`config.mk`:
```
export PLATFORM = sky130hd
export DESIGN_NAME = normalized_rgb_channel
export DESIGN_NICKNAME = d
export VERILOG_FILES = /design/src/design/rgbn_pkg.sv /design/src/design/normalized_rgb_channel.sv /design/src/design/rgbn_front.sv /design/src/design/rgbn_div_stage.sv
export SDC_FILE = /design/constraint.sdc
export NUM_CORES = 1
export LEC_CHECK = 0
export ABC_CLOCK_PERIOD_IN_PS = 2700
export BUFFER_PORTS_ARGS = -buffer_cell sky130_fd_sc_hd__buf_2
export CORE_MARGIN = 2
export CORE_UTILIZATION = 56
export CTS_CLUSTER_DIAMETER = 50
export CTS_CLUSTER_SIZE = 20
export DETAILED_ROUTE_END_ITERATION = 6
export PLACE_DENSITY = 0.83
export SLEW_MARGIN = 10
export SYNTH_ARGS = -nofsm -noshare
export SYNTH_HDL_FRONTEND = slang
export SYNTH_SLANG_ARGS = --single-unit
```
`constraint.sdc`:
```
create_clock -name clk -period 2.7 [get_ports clk]
set_input_delay 0 -clock clk [delete_from_list [all_inputs] [get_ports clk]]
set_output_delay 0 -clock clk [all_outputs]
set_load 0.03 [all_outputs]
```
`src/design/rgbn_pkg.sv`:
```
// Shared types and constants for the normalized RGB chromaticity block.
// No dependencies; used by every module of the block.
package rgbn_pkg;

    localparam int BYTE_W    = 8;
    localparam int SUM_W     = 10;
    localparam int QUO_W     = 8;
    localparam int REM_W     = 16;
    localparam int DSR_W     = SUM_W + QUO_W - 1;
    localparam int SEL_W     = 2;
    localparam int DIV_STEPS = QUO_W;

    localparam logic [SEL_W-1:0] SEL_ZERO = 2'd0;
    localparam logic [SEL_W-1:0] SEL_ONE  = 2'd1;
    localparam logic [SEL_W-1:0] SEL_TWO  = 2'd2;

    typedef struct packed {
        logic             valid;
        logic [REM_W-1:0] rem;
        logic [DSR_W-1:0] dsr;
        logic [QUO_W-1:0] quo;
    } stage_t;

endpackage

```
`src/design/normalized_rgb_channel.sv`:
```
// Top level of the normalized RGB chromaticity block.
// Depends on rgbn_pkg, rgbn_front and rgbn_div_stage.
//
// Usage:
// A request is taken at every rising edge where start is high; busy is always
// low, so a pixel may be presented in every cycle. The three pixel bytes come
// on byte_zero, byte_one and byte_two in memory order.
// The result, 255 times the selected byte divided by the byte sum (zero for a
// zero sum), appears on normalized_value with done high for exactly one cycle.
// The result passes through one front stage (select, sum, scale) and eight
// restoring division stages, one quotient bit each. Throughput is one pixel
// per cycle.
// The receiver cannot stall; results are not held.
// The user writes channel_select through cfg_we and cfg_data only while the
// block is idle; the block does not enforce this. Reset clears the pipeline
// valid bits, sets channel_select to zero and discards requests in flight.
module normalized_rgb_channel
    import rgbn_pkg::*;
(
    input  logic              clk,
    input  logic              rst_n,
    input  logic              start,
    output logic              busy,
    input  logic [BYTE_W-1:0] byte_zero,
    input  logic [BYTE_W-1:0] byte_one,
    input  logic [BYTE_W-1:0] byte_two,
    input  logic              cfg_we,
    input  logic [SEL_W-1:0]  cfg_data,
    output logic              done,
    output logic [QUO_W-1:0]  normalized_value
);

    logic [SEL_W-1:0] channel_select_reg;
    stage_t           pipe [0:DIV_STEPS];

    always_ff @(posedge clk or negedge rst_n)
    begin
        if (!rst_n)
        begin
            channel_select_reg <= SEL_ZERO;
        end
        else if (cfg_we)
        begin
            channel_select_reg <= cfg_data;
        end
    end

    assign busy = 1'b0;

    rgbn_front u_front (
        .clk            (clk),
        .rst_n          (rst_n),
        .in_valid       (start),
        .channel_select (channel_select_reg),
        .byte_zero      (byte_zero),
        .byte_one       (byte_one),
        .byte_two       (byte_two),
        .stage_out      (pipe[0])
    );

    for (genvar i = 0; i < DIV_STEPS; i++)
    begin : g_div
        rgbn_div_stage u_stage (
            .clk       (clk),
            .rst_n     (rst_n),
            .stage_in  (pipe[i]),
            .stage_out (pipe[i+1])
        );
    end

    assign done             = pipe[DIV_STEPS].valid;
    assign normalized_value = pipe[DIV_STEPS].quo;

endmodule

```
`src/design/rgbn_front.sv`:
```
// Front stage: channel selection, byte sum and scaling by full scale.
// Depends on rgbn_pkg.
module rgbn_front
    import rgbn_pkg::*;
(
    input  logic              clk,
    input  logic              rst_n,
    input  logic              in_valid,
    input  logic [SEL_W-1:0]  channel_select,
    input  logic [BYTE_W-1:0] byte_zero,
    input  logic [BYTE_W-1:0] byte_one,
    input  logic [BYTE_W-1:0] byte_two,
    output stage_t            stage_out
);

    logic [BYTE_W-1:0] pick;
    logic [SUM_W-1:0]  total;
    logic [SUM_W-1:0]  divisor;
    logic [REM_W-1:0]  dividend;
    stage_t            stage_next;
    stage_t            stage_reg;

    always_comb
    begin
        unique case (channel_select)
            SEL_ZERO: pick = byte_zero;
            SEL_ONE:  pick = byte_one;
            SEL_TWO:  pick = byte_two;
            default:  pick = '0;
        endcase
    end

    assign total = {2'b00, byte_zero} + {2'b00, byte_one} + {2'b00, byte_two};

    // A zero sum implies a zero pick; a divisor of one then yields a zero quotient.
    assign divisor  = (total == '0) ? SUM_W'(1) : total;
    assign dividend = {pick, 8'h00} - {8'h00, pick};

    always_comb
    begin
        stage_next.valid = in_valid;
        stage_next.rem   = dividend;
        stage_next.dsr   = {divisor, {(QUO_W-1){1'b0}}};
        stage_next.quo   = '0;
    end

    always_ff @(posedge clk or negedge rst_n)
    begin
        if (!rst_n)
        begin
            stage_reg <= '0;
        end
        else
        begin
            stage_reg <= stage_next;
        end
    end

    assign stage_out = stage_reg;

endmodule

```
`src/design/rgbn_div_stage.sv`:
```
// One restoring division step: one quotient bit per stage, divisor shifted down.
// Depends on rgbn_pkg.
module rgbn_div_stage
    import rgbn_pkg::*;
(
    input  logic   clk,
    input  logic   rst_n,
    input  stage_t stage_in,
    output stage_t stage_out
);

    logic           fits;
    logic [DSR_W:0] diff;
    stage_t         stage_next;
    stage_t         stage_reg;

    assign diff = {2'b00, stage_in.rem} - {1'b0, stage_in.dsr};
    assign fits = ~diff[DSR_W];

    always_comb
    begin
        stage_next.valid = stage_in.valid;
        stage_next.rem   = fits ? diff[REM_W-1:0] : stage_in.rem;
        stage_next.dsr   = {1'b0, stage_in.dsr[DSR_W-1:1]};
        stage_next.quo   = {stage_in.quo[QUO_W-2:0], fits};
    end

    always_ff @(posedge clk or negedge rst_n)
    begin
        if (!rst_n)
        begin
            stage_reg <= '0;
        end
        else
        begin
            stage_reg <= stage_next;
        end
    end

    assign stage_out = stage_reg;

endmodule
```
==> flow_metrics.env <==
export IMPL_tightestPinTransition_ps=699
export IMPL_dpl_cell_count=1357
export IMPL_power_density_nw_per_um2=1440
export IMPL_syn_num_nets=1164
export IMPL_coreArea_um2=20400
export IMPL_worstReg2RegEnd="g_div[3].u_stage.stage_out[40]"
export IMPL_ys_types=69
export IMPL_ys_flop_type="dfrtp_1"
export IMPL_whs_endpoint="u_front.stage_out[30]"
export IMPL_r2r_start="g_div[2].u_stage.stage_out[13]"
export IMPL_cts_tree="yes"
export IMPL_ys_seq_elements=255
export IMPL_cp_end_kind="register"
export IMPL_routed_via_density=5.37
export IMPL_r2r_slack_ps=50
export IMPL_avgRoutedWirePerCell_um=15.3
export IMPL_routabilityCongestion=0.887
export IMPL_ioPinCount=40
export IMPL_grt_util_met2=0.419
export IMPL_clk_pin_slew_worst_paths_ps=70
export IMPL_hold_viol=0
export IMPL_max_freq_mhz=377
export IMPL_first_pass_iters=5
export IMPL_cts_root_buf="clkbuf_16"
export IMPL_area_growth_pct=16.3
export IMPL_totalWireLength_um=21700
export IMPL_netlist_area_um2=11700
export IMPL_synth_common_cells="dfrtp_1, inv_1, ha_1"
export IMPL_overflow=0
export IMPL_dp_hpwl_um=14600
export IMPL_seqCellArea_um2=6380
export IMPL_min_period_ps=2650
export IMPL_largest_reg_flops=226
export IMPL_synth_most_common_cell="dfrtp_1"
export IMPL_portBuffers=38
export IMPL_synthCells=1030
export IMPL_fin_skew_ps=11.1
export IMPL_multiInputGateArea_um2=4950
export IMPL_die_x_um=149
export IMPL_setup_viol=0
export IMPL_critPathMaxFanout=3
export IMPL_worstPathRequired_ps=3100
export IMPL_design_area_um2=13700
export IMPL_fill_cells=1404
export IMPL_timing_final_crit_share=0.982
export IMPL_cts_sinks=255
export IMPL_outcome="completed"
export IMPL_yosysWarningCount=0
export IMPL_synth_area_leaders="dfrtp_1, ha_1, inv_1"
export IMPL_dieHeight_um=149
export IMPL_rsz0062_at_grt="true"
export IMPL_stdcell_count=1424
export IMPL_cts_made_buffers=24
export IMPL_postRouteAntennaNets=0
export IMPL_hold_class="in -> reg"
export IMPL_min_from="byte_one[5]"
export IMPL_power_leakage_nw=6.50
export IMPL_drv_slew=0
export IMPL_placed_area_um2=12500
export IMPL_synth_area_leader_cell="dfrtp_1"
export IMPL_max_slew_margin=0.534
export IMPL_netlist_area_leader_share=0.543
export IMPL_setup_tns_final_ps=0
export IMPL_antennaDiodeCount=0
export IMPL_hold_path_depth=4
export IMPL_grt_max_degree=98
export IMPL_clockBufferDepth=3
export IMPL_yosysSeqAreaShare=0.543
export IMPL_worst_r2r_cell_count=9
export IMPL_crit_arrival_ps=3050
export IMPL_path_class="reg -> reg"
export IMPL_synthArstFlopShare=1.00
export IMPL_vias=7651
export IMPL_grt_met1_usage=0.210
export IMPL_ir_drop_uv=662
export IMPL_synth_edf_count=0
export IMPL_antenna_found_initial=0
export IMPL_worstSkewPairLatency_ps=510
export IMPL_drc=0
export IMPL_start_util=0.575
export IMPL_top_usage_layer="met2"
export IMPL_maxCapViolations=0
export IMPL_grt_pass1_vias=8228
export IMPL_finalNetCount=1270
export IMPL_cp_start_kind="register"
export IMPL_drt_iter0_markers=342
export IMPL_dieArea_um2=22200
export IMPL_gr_usage_all_layers=0.205
export IMPL_grt_first_pass_wirelength_um=36900
export IMPL_grtUsageMet3=0.0269
export IMPL_avgSynthCellArea_um2=11.4
export IMPL_cts_max_level=1
export IMPL_layout_drive_gt1_share=0.146
export IMPL_fp_row_count=52
## layout make-up
| class | count | area share |
|---|---|---|
| flip-flops and latches | 255 | 0.467 |
| multi-input cells | 650 | 0.362 |
| repair buffers | 92 | 0.0513 |
| clock buffers | 28 | 0.0481 |
| inverters | 113 | 0.0312 |
| well taps | 270 | 0.0247 |
| clock inverters | 16 | 0.0151 |
## metrics by stage
step                power, mW  utilization  hold WS (ps)  worst slack (ps)
global placement         14.9        0.612          53.9              -131
finish                   19.6        0.669          22.0              49.3
CTS                      19.4        0.666          4.34              7.20
detailed placement       15.5        0.612          59.7              -265
global route             21.1        0.669          6.79              -102
floorplan                13.3            -          -296              43.0
## critical path, stage by stage, from the launching register on
cell	delay [ps]
dfrtp_1	420
inv_1	80
ha_1	290
nor2b_1	150
o31a_1	270
nor2_1	210
nand2_1	130
a221o_1	390
a211oi_2	240
mux2_2	350
## power breakdown
part	total [mW]	switching (mW)	internal, mW
combinational	9.82	5.17	4.65
sequential	6.24	0.812	5.42
clock	3.57	1.48	2.09
## repair_timing
item                                    4_1_cts  5_1_grt
hold endpoints to repair                    111        0
pin swaps                                     3        8
endpoints found under the setup margin       18       36
hold buffers                                 20        0
resized for setup                             6       12
setup buffers                                 2        1
## placed cells by master (no fill, tap or decap), types with 17 or more instances in the layout
cell and count:
dfrtp_1 255, inv_1 108, ha_1 93, nor2_1 92
a21oi_1 73, xnor2_1 41, nand2_1 37, buf_2 37
o21ai_1 34, buf_4 30, clkbuf_16 25, nor2b_1 23
xor2_1 23, o21a_1 20, dlygate4sd3_1 20, o21ai_0 17
mux2_2 17
## how the worst max path moves through the flow
stage | from | cells after the start | slack, ps | endpoint
after global placement | byte_zero[0] | 13 | -130 | u_front.stage_out[15]
after global routing | byte_one[3] | 15 | -100 | u_front.stage_out[15]
after detailed placement | byte_zero[0] | 17 | -270 | u_front.stage_out[15]
after floorplan | byte_zero[0] | 14 | 40 | u_front.stage_out[15]
after CTS | g_div[0].u_stage.stage_out[31] | 12 | 7 | g_div[1].u_stage.stage_out[32]
final | g_div[2].u_stage.stage_out[13] | 9 | 50 | g_div[3].u_stage.stage_out[40]
## logic make-up (layout without fill, tap and decap cells)
kind of cell | count (synthesis) | in the layout | synth area share
AO/OA/AOI/OAI | 213 | 213 | 0.114
AND/OR/NAND/NOR | 216 | 216 | 0.0870
flip-flops | 255 | 255 | 0.543
other | 1 | 1 | 0.000319
buffers and inverters | 125 | 249 | 0.0412
multiplexers | 52 | 52 | 0.0503
adder cells (fa/ha/maj) | 104 | 104 | 0.117
XOR/XNOR | 64 | 64 | 0.0477
## metal layers
metal	vias up	routed length, µm	share of wire
li1	3716	-	-
met1	3728	7910	0.36
met2	153	12500	0.58
met3	54	630	0.029
met4	0	672	0.031
met5	-	0	0
Power figures use the tool's default switching activity.
